--- src/hdl/v3au_pkg.sv ---
// Package with widths, op codes, pipeline structs and helpers for the vector ALU.
package v3au_pkg;

  localparam int DW    = 32;
  localparam int FB    = 16;
  localparam int OPW   = 4;
  localparam int MW    = DW + 1;
  localparam int PW    = 2 * MW;
  localparam int WW    = PW + 2;
  localparam int RootW = WW / 2;
  localparam int RemW  = RootW + 2;
  localparam int QW    = FB + 1;

  typedef enum logic [OPW-1:0] {
    OP_ADD    = 0,
    OP_SUB    = 1,
    OP_MUL    = 2,
    OP_SCALE  = 3,
    OP_DOT    = 4,
    OP_CROSS  = 5,
    OP_LENGTH = 6,
    OP_NORM   = 7,
    OP_LERP   = 8,
    OP_MIN    = 9,
    OP_MAX    = 10,
    OP_DIST   = 11,
    OP_MULADD = 12
  } op_e;

  typedef logic signed [DW-1:0] word_t;

  typedef struct packed {
    logic  flag;
    word_t val;
  } sat_t;

  typedef struct packed {
    op_e              op;
    logic [2:0][DW-1:0] r;
    logic [DW-1:0]    rs;
    logic             sat;
  } pay_t;

  typedef struct packed {
    logic             v;
    pay_t             pay;
    logic [WW-1:0]    rad;
    logic [RemW-1:0]  rem;
    logic [RootW-1:0] root;
  } sq_t;

  typedef struct packed {
    logic                  v;
    pay_t                  pay;
    logic [RootW-1:0]      len;
    logic [2:0][RootW-1:0] rem;
    logic [2:0][QW-1:0]    qn;
  } dv_t;

  typedef struct packed {
    logic signed [WW-1:0] w;
    word_t                r;
    logic                 sat;
  } lane_t;

  function automatic logic signed [MW-1:0] ext(input word_t x);
    return {x[DW-1], x};
  endfunction

  function automatic sat_t sat_fn(input logic signed [WW-1:0] v);
    sat_t                 s;
    logic signed [WW-1:0] lo_ext;
    lo_ext = $signed(v[DW-1:0]);
    if (lo_ext == v) begin
      s.flag = 1'b0;
      s.val  = v[DW-1:0];
    end else begin
      s.flag = 1'b1;
      s.val  = v[WW-1] ? {1'b1, {(DW-1){1'b0}}} : {1'b0, {(DW-1){1'b1}}};
    end
    return s;
  endfunction

endpackage

--- src/hdl/v3au_sqrt_step.sv ---
// One registered step of the pipelined floor square root, one root bit per step.
module v3au_sqrt_step (
  input  logic          clk_i,
  input  logic          rst_ni,
  input  logic          en_i,
  input  v3au_pkg::sq_t sq_i,
  output v3au_pkg::sq_t sq_o
);

  logic [v3au_pkg::RemW-1:0] bring, trial;
  logic                      ge;
  logic                      v_q;
  v3au_pkg::sq_t             dat_d, dat_q;

  always_comb begin
    bring = {sq_i.rem[v3au_pkg::RemW-3:0], sq_i.rad[v3au_pkg::WW-1:v3au_pkg::WW-2]};
    trial = {{(v3au_pkg::RemW-v3au_pkg::RootW-1){1'b0}},
             sq_i.root[v3au_pkg::RootW-2:0], 2'b01};
    ge    = (bring >= trial);
    dat_d      = sq_i;
    dat_d.rem  = ge ? (bring - trial) : bring;
    dat_d.root = {sq_i.root[v3au_pkg::RootW-2:0], ge};
    dat_d.rad  = {sq_i.rad[v3au_pkg::WW-3:0], 2'b00};
  end

  always_ff @(posedge clk_i or negedge rst_ni) begin
    if (!rst_ni) begin
      v_q <= 1'b0;
    end else if (en_i) begin
      v_q <= sq_i.v;
    end
  end

  always_ff @(posedge clk_i) begin
    if (en_i) begin
      dat_q <= dat_d;
    end
  end

  always_comb begin
    sq_o   = dat_q;
    sq_o.v = v_q;
  end

endmodule

--- config.mk ---
export PLATFORM = sky130hd
export DESIGN_NAME = v3au_sqrt_step
export DESIGN_NICKNAME = d
export VERILOG_FILES = /design/src/hdl/v3au_pkg.sv /design/src/hdl/v3au_sqrt_step.sv
export SDC_FILE = /design/constraint.sdc
export NUM_CORES = 1
export LEC_CHECK = 0
export CORE_AREA = 4 4 212 214
export CTS_CLUSTER_DIAMETER = 120
export DETAILED_ROUTE_END_ITERATION = 10
export DIE_AREA = 0 0 216 218
export DONT_BUFFER_PORTS = 1
export PLACE_DENSITY = 0.38
export SLEW_MARGIN = 30
export SYNTH_ARGS = -nofsm -noshare
export SYNTH_HDL_FRONTEND = slang
export SYNTH_SLANG_ARGS = --single-unit
--- constraint.sdc ---
create_clock -name clk_i -period 0.9 [get_ports clk_i]
set_input_delay 0.135 -clock clk_i [delete_from_list [all_inputs] [get_ports clk_i]]
set_output_delay 0.135 -clock clk_i [all_outputs]
set_load 0.03 [all_outputs]
==> out/metrics.cfg <==
[clock_network]
cts_max_path_buffers = 3
cts_tree = built
clock-sinks = 270
htree_levels = 1
clkSlewWorstSetupHoldPaths_ns = 0.06
cts-root-buf = clkbuf_16
ctsHoldBuffers = 272
clk_latency_ns = 0.56
cts_buffers = 30

[synth]
synthFlopType = edfxtp_1
synth_top_area_share = 0.754
syn_inst = 616
synth_top_cells_by_area = edfxtp_1 (75%), ha_1 (4.1%), mux2_4 (3.6%), inv_1 (1.6%), xnor2_1 (1.6%)
syn_area_per_cell_um2 = 17.4
syn-cell-area_um2 = 10700
yosys.area.top_type = edfxtp_1
synth_edf_count = 269
synth_warnings = 0
synth_cell_types = 57
synth_most_common_cell = edfxtp_1
synth-seq-area-share = 0.757
async_reset_ff_frac = 0.00370
ys_seq_elements = 270
synthTopCellsByCount = edfxtp_1 (269), inv_1 (47), ha_1 (35)

[placed_design]
routabilityCongestion = 0.805
dpl.hpwl_um = 27300
dp_cells = 1327
post_dp_cell_area_um2 = 12600
port_buffers = 0

[global_routing]
antenna_found_initial = 6
grt_first_pass_wirelength_um = 54300
overflow = 0
grt_use_total = 0.154
grt_pass1_vias = 7824
grt_max_degree = 271

[die]
rows = 76
dieArea_um2 = 47100
io_pins = 547
start_util = 0.250
core_um2 = 42900
die_w_um = 216
die_h_um = 218

[detailed_routing]
drtAntennaViolNets = 0
routed_wl_um = 38800
drtPass1Iterations = 4
vias = 7190
vias_per_cell = 4.32
post_drt_wl_per_cell_um = 23.4
initialDrtViolationCount = 284
drc_errors = 0

[final_layout]
finish.net_count = 1364
drive_gt1_frac = 0.264
finalNonFillerCells = 1663
num-fill-cells = 3949
design_area_um2 = 16800
synthToLayoutAreaGrowth_pct = 57.0

[timing]
fmax_ghz = 0.494
final_min_period_over_clock_period = 2.25
finalHoldViolations = 42
holdWs_ns = -0.315
skew_ns = 0
period_needed_ns = 2.02
setup_ws_ns = -1.12
setup_viol = 307
maxSlewViolCount = 0
relSlewSlack = 0.225
rsz0062_at_grt = true
worst_pin_slew_ns = 1.16

[critical_path]
rr_startpoint = v_q
cp_max_fo = 18
worstRegToRegCells = 1
critPathKind = in2reg
start_kind = primary input
required_ns = 1.21
arrival_ns = 2.33
reg2reg_slack_ns = 0.15
cp-end-kind = register
reg2reg_to = v_q

[run]
cap_viol_max_count = 0

[worst_hold_path]
holdPathStages = 0
hold_class = in2reg
min_to = sq_o[29]
worstHoldStart = en_i

[power_and_ir_drop]
leakagePower_nw = 6.41
p_per_area_nw_per_um2 = 2160
p_total_w = 0.0363
vdd_ir_drop_max_v = 0.00130

[outcome]
run_status = finished, violations left
violations = hold timing, setup timing

[layer usage]
layer,track usage,share of wire,vias to the layer above,routed length [um]
met1,0.156,0.34,3562,13200
li1,-,-,3233,-
met2,0.297,0.55,327,21200
met5,0,0.0014,-,55
met3,0.0492,0.082,60,3190
met4,0.0495,0.031,8,1210
[cells in the final DEF, fill, tap and decap left out, drive strengths merged, types with 11 or more instances in the layout]
cell	netlist	layout
a21oi	34	34
and3	11	11
buf	6	143
clkbuf	4	32
dlygate4sd3	0	272
edfxtp	269	269
ha	35	35
inv	48	54
mux2	32	32
nand2	27	27
nor2	12	12
o21ai	20	20
xnor2	19	19
xor2	12	12
[per-stage QoR]
step | util | TNS, ns | hold WS (ns) | setup slack, ns
after floorplan | - | -60.53 | -0.161 | -1.71
after global placement | 0.293 | -63.42 | -0.160 | -1.76
after detailed placement | 0.293 | -65.41 | -0.160 | -1.82
after CTS | 0.389 | -140.81 | -0.330 | -1.09
after global routing | 0.392 | -145.02 | -0.347 | -1.17
final | 0.392 | -130.58 | -0.315 | -1.12
[flip-flops by register name, indices dropped and copies added (netlist names)]
signal,flops
v_q,1
sq_o,269
[how the worst max path moves through the flow]
stage | from | end
floorplan | sq_i[34] | sq_o[41]
global placement | sq_i[17] | sq_o[64]
detailed placement | sq_i[137] | sq_o[62]
CTS | sq_i[34] | sq_o[54]
global route | sq_i[17] | sq_o[53]
finish | sq_i[34] | sq_o[54]
[what timing repair did]
item / in CTS / in global routing
pin swaps: 5 / 10
resized for setup: 53 / 28
setup buffers: 8 / 4
endpoints found under the setup margin: 307 / 307
endpoints found under the hold margin: 539 / 270
[kinds of logic (layout without fill, tap and decap cells)]
kind of cell    after synthesis  in the layout  synth area share
compound gates              100            100            0.0671
xor+xnor                     31             31            0.0254
fa+ha+maj                    35             35            0.0409
buf+inv                      58            517            0.0237
flops                       270            270             0.757
mux                          33             33            0.0437
other cells                   1              4          0.000350
simple gates                 88             88            0.0421
[where the power goes]
group / internal, W / switching [W] / leakage [nW]
Sequential: 0.0153 / 0.00262 / 2.64
Combinational: 0.00275 / 0.00205 / 3.23
Clock: 0.00834 / 0.00524 / 0.536
Total: 0.0264 / 0.00992 / 6.41
[critical path, cell delays in order]
cell and delay (ns):
ha_4 0.22, nor2b_4 0.13, o311ai_4 0.29, a32oi_2 0.19, a31oi_4 0.26, o211ai_4 0.11, a41o_4 0.26, a21oi_4 0.17
inv_4 0.07, buf_12 0.17, mux2_4 0.30
[layout make-up]
type,instances,area (um^2),area share
clock buffers,32,779,0.0464
clock inverters,22,319,0.0190
well taps,585,732,0.0436
inverters,48,205,0.0122
flip-flops and latches,270,8100,0.482
multi-input cells,289,2690,0.160
diodes,2,5.00,0.000298
repair buffers,415,3970,0.236
Note: power is estimated with default switching activity, not from simulation.
