--- src/hdl/v3au_pkg.sv ---
// Package with widths, op codes, pipeline structs and helpers for the vector ALU.
package v3au_pkg;

  localparam int DW    = 32;
  localparam int FB    = 16;
  localparam int OPW   = 4;
  localparam int MW    = DW + 1;
  localparam int PW    = 2 * MW;
  localparam int WW    = PW + 2;
  localparam int RootW = WW / 2;
  localparam int RemW  = RootW + 2;
  localparam int QW    = FB + 1;

  typedef enum logic [OPW-1:0] {
    OP_ADD    = 0,
    OP_SUB    = 1,
    OP_MUL    = 2,
    OP_SCALE  = 3,
    OP_DOT    = 4,
    OP_CROSS  = 5,
    OP_LENGTH = 6,
    OP_NORM   = 7,
    OP_LERP   = 8,
    OP_MIN    = 9,
    OP_MAX    = 10,
    OP_DIST   = 11,
    OP_MULADD = 12
  } op_e;

  typedef logic signed [DW-1:0] word_t;

  typedef struct packed {
    logic  flag;
    word_t val;
  } sat_t;

  typedef struct packed {
    op_e              op;
    logic [2:0][DW-1:0] r;
    logic [DW-1:0]    rs;
    logic             sat;
  } pay_t;

  typedef struct packed {
    logic             v;
    pay_t             pay;
    logic [WW-1:0]    rad;
    logic [RemW-1:0]  rem;
    logic [RootW-1:0] root;
  } sq_t;

  typedef struct packed {
    logic                  v;
    pay_t                  pay;
    logic [RootW-1:0]      len;
    logic [2:0][RootW-1:0] rem;
    logic [2:0][QW-1:0]    qn;
  } dv_t;

  typedef struct packed {
    logic signed [WW-1:0] w;
    word_t                r;
    logic                 sat;
  } lane_t;

  function automatic logic signed [MW-1:0] ext(input word_t x);
    return {x[DW-1], x};
  endfunction

  function automatic sat_t sat_fn(input logic signed [WW-1:0] v);
    sat_t                 s;
    logic signed [WW-1:0] lo_ext;
    lo_ext = $signed(v[DW-1:0]);
    if (lo_ext == v) begin
      s.flag = 1'b0;
      s.val  = v[DW-1:0];
    end else begin
      s.flag = 1'b1;
      s.val  = v[WW-1] ? {1'b1, {(DW-1){1'b0}}} : {1'b0, {(DW-1){1'b1}}};
    end
    return s;
  endfunction

endpackage

--- src/hdl/v3au_div_step.sv ---
// One registered restoring division step for the three normalize lanes.
module v3au_div_step (
  input  logic          clk_i,
  input  logic          rst_ni,
  input  logic          en_i,
  input  v3au_pkg::dv_t dv_i,
  output v3au_pkg::dv_t dv_o
);

  logic [2:0][v3au_pkg::RootW:0] r2, diff;
  logic [2:0]                    ge;
  logic                          v_q;
  v3au_pkg::dv_t                 dat_d, dat_q;

  always_comb begin
    dat_d = dv_i;
    for (int i = 0; i < 3; i++) begin
      r2[i]   = {dv_i.rem[i], dv_i.qn[i][v3au_pkg::QW-1]};
      diff[i] = r2[i] - {1'b0, dv_i.len};
      ge[i]   = (r2[i] >= {1'b0, dv_i.len});
      dat_d.rem[i] = ge[i] ? diff[i][v3au_pkg::RootW-1:0] : r2[i][v3au_pkg::RootW-1:0];
      dat_d.qn[i]  = {dv_i.qn[i][v3au_pkg::QW-2:0], ge[i]};
    end
  end

  always_ff @(posedge clk_i or negedge rst_ni) begin
    if (!rst_ni) begin
      v_q <= 1'b0;
    end else if (en_i) begin
      v_q <= dv_i.v;
    end
  end

  always_ff @(posedge clk_i) begin
    if (en_i) begin
      dat_q <= dat_d;
    end
  end

  always_comb begin
    dv_o   = dat_q;
    dv_o.v = v_q;
  end

endmodule

--- config.mk ---
export PLATFORM = sky130hd
export DESIGN_NAME = v3au_div_step
export DESIGN_NICKNAME = d
export VERILOG_FILES = /design/src/hdl/v3au_pkg.sv /design/src/hdl/v3au_div_step.sv
export SDC_FILE = /design/constraint.sdc
export NUM_CORES = 1
export LEC_CHECK = 0
export BUFFER_PORTS_ARGS = -buffer_cell sky130_fd_sc_hd__buf_4
export CAP_MARGIN = 10
export CORE_AREA = 4 4 247 249
export DETAILED_ROUTE_END_ITERATION = 10
export DIE_AREA = 0 0 251 253
export SYNTH_ARGS = -nofsm -noshare
export SYNTH_HDL_FRONTEND = slang
export SYNTH_SLANG_ARGS = --single-unit
--- constraint.sdc ---
create_clock -name clk_i -period 2.3 [get_ports clk_i]
set_clock_uncertainty 0.05 [all_clocks]
set_input_delay 0.115 -clock clk_i [delete_from_list [all_inputs] [get_ports clk_i]]
set_output_delay 0.115 -clock clk_i [all_outputs]
set_load 0.01 [all_outputs]
==> results.toml <==
[synth]
yosys_most_used_dff = "edfxtp_1"
syn_area_um2 = 16200
avgSynthCellArea_um2 = 12.31
async_reset_ff_share_pct = 0.3115
ys_types = 82
ys_warn_count = 0
ys_seq_area_share_pct = 59.49
synth_enable_flop_cells = 320
yosys_register_bits = 321
synth_cells = 1316
syn_nets = 1745

[worst_setup_path]
path_cells = "buf_8 -> clkinvlp_4 -> buf_12 -> ha_4 -> nand2b_4 -> a211oi_4 -> nor2_2 -> o21ai_1 -> buf_4 -> a41oi_4 -> o41a_1 -> a21bo_4 -> buf_12 -> mux2_4"
crit_family = "compound AO/OA/AOI/OAI gates"
critPathMaxFanout = 8
worst-path-buf-inv = 5
cpMostUsedCell = "buf_12"
critPathMaxStageDelay_ns = 0.43
cp.required_ns = 2.55
cp-end-kind = "flip-flop"
crit_type = "in -> reg"
critical-path-slowest-cell = "o41a_1"
cp-start-kind = "primary input"
arrival_ns = 2.71

[power_and_ir_drop]
p_leak_nw = 13.81
powerDensity_nw_per_um2 = 664.1
peakVddDrop_v = 0.0005643

[timing]
slew_viol_final = 0
setup_viol = 72
tightest_slew_ns = 0.5327
fin_hold_ws_ns = 0.06164
fin_ws_ns = -0.1599
rsz0062_at_grt = "true"
max_freq_mhz = 406.5
finalHoldViolations = 0
fin_crit_ns = 2.460
period_share_pct = 107.0
slew_headroom_pct = 64.48

[global_route]
grt_pass1_wl_um = 116800
grt-ovfl-total = 0
grt_pass1_vias = 17480
grt_max_degree = 57
antenna_found_initial = 15
grtUsageTotal_pct = 24.91

[clock_network]
cts.clk_slew.worst_paths_ns = 0.06
cts_tree = "yes"
cts_buffer_depth = 3
cts-buffers-inserted = 40
cts_max_level = 2
cts_root_buffer = "clkbuf_16"
cts.sinks = 321
insertion_delay_ns = 0.57

[final_layout]
final_common_cell = "buf_4"
regArea_um2 = 9634
syn_to_final_growth_pct = 95.87
mostFrequentLayoutCells = "buf_4, dlygate4sd3_1, edfxtp_1"
fill_cells = 4946
multi_input_area_um2 = 7471
drive_gt1_share_pct = 50.84
nNetsFinal = 3145

[floorplan]
fp.dieH_um = 253
coreArea_um2 = 58690
start_util_pct = 27.60
die-area_um2 = 63500
die_x_um = 251
rows = 89
io_pins = 645

[job]
cap_violations = 0

[status]
failed_checks = "setup timing"
outcome = "complete, but fails checks"

[placement]
gp_congestion = 0.9382
portBuffers = 644
dpl.hpwl_um = 65950
pre_cts_ws_ns = -0.8905

[drt]
avgRoutedWirePerCell_um = 24.26
vias_per_cell = 4.757
drc = 0
drtAntennaViolNets = 0
routed_wl_um = 85630
vias = 16790
dr.pass1.iters = 5
drtIter0Drc = 895

[worst_hold_path]
hp-class = "in -> reg"
power breakdown:
group	internal [W]	leakage [nW]	switching, W	total (W)
Clock	0.00443	0.728	0.00277	0.00720
Combinational	0.00335	9.94	0.00305	0.00640
Sequential	0.00721	3.14	0.000264	0.00747
Total	0.0150	13.8	0.00608	0.0211
state kept, by name, indices dropped and copies added (netlist names):
signal  cells
v_q         1
dv_o      320
timing repair:
action | in CTS | in global routing
pin swaps | 38 | 129
hold buffers | 321 | 0
buffers inserted | 22 | 28
gates cloned | 4 | 6
setup endpoints to repair | 97 | 102
resized for setup | 90 | 261
endpoints found under the hold margin | 358 | 0
metrics by stage:
step           total power, W  instance area [um2]  std cells  util (%)  setup TNS (ns)
2_1_floorplan        0.009541                16390       1316         -          -20.61
3_3_place_gp          0.01268                24910       3072     42.44          -72.72
3_5_place_dp          0.01271                24910       3072     42.44          -76.48
4_1_cts               0.02065                30280       3493     51.60          -4.886
5_1_grt               0.02190                31710       3526     54.04          -10.57
6_report              0.02107                31720       3530     54.05          -4.902
kinds of logic (layout without fill, tap and decap cells):
logic type	count (synthesis)	count (layout)	share of synthesized area, %
DFF	321	321	59.49
AOI/OAI and AO/OA	373	373	14.86
adders and majority gates	105	105	8.251
buffers and inverters	105	1537	2.781
xor gates and xnor gates	85	85	4.597
and+or+nand+nor	310	310	8.823
muxes	17	17	1.205
other	0	9	0
synthesized netlist by cell type, types with 8 or more instances:
cell | number | area [um2]
xnor2_1 | 48 | 420.4
o21bai_1 | 15 | 112.6
and3_1 | 9 | 56.30
nand3_1 | 30 | 150.1
a21oi_1 | 95 | 475.5
clkbuf_1 | 12 | 45.04
buf_2 | 13 | 65.06
a211oi_1 | 9 | 67.56
inv_1 | 69 | 259.0
xor2_1 | 37 | 324.1
o21ai_0 | 94 | 470.5
nand4_1 | 14 | 87.58
a31oi_1 | 10 | 62.56
o21ai_1 | 35 | 175.2
a21o_1 | 37 | 277.8
nor2b_1 | 10 | 62.56
nor3_1 | 12 | 60.06
ha_1 | 102 | 1276
o31ai_1 | 9 | 67.56
nand2b_1 | 10 | 62.56
nor2_1 | 48 | 180.2
edfxtp_1 | 320 | 9609
nand2_1 | 147 | 551.8
mux2_2 | 8 | 90.09
worst paths after layout:
path | from | slack, ns | depth (start not counted) | to
worst max-delay path | dv_i[154] | -0.16 | 14 | dv_o[94]
worst min-delay path | dv_i[119] | 0.06 | 3 | dv_o[120]
worst max register to register | v_q | 1.49 | 1 | v_q
worst min register to register | v_q | 0.48 | 1 | v_q
max in group asynchronous | rst_ni | 1.75 | 3 | v_q
min in group asynchronous | rst_ni | 0.34 | 3 | v_q
layout make-up:
type	instances	share of cell area [%]
multi-input combinational	890	23.55
timing repair buffer	1392	37.20
antenna	9	0.07100
tap	773	3.049
clock inverter	28	1.424
clock buffer	46	3.290
inverter	71	1.041
sequential	321	30.37
worst min-delay path, cell delays in order:
cell,delay (ns)
buf_4,0.12
fa_2,0.21
mux2_4,0.13
metal layers:
layer | vias up | global-route usage [%] | wire length, um
met5 | - | 0 | 101
met4 | 14 | 10.13 | 3987
met1 | 8227 | 28.81 | 32870
met2 | 590 | 44.21 | 43210
met3 | 161 | 6.286 | 5457
li1 | 7800 | - | -
Note: power is estimated with default switching activity, not from simulation.
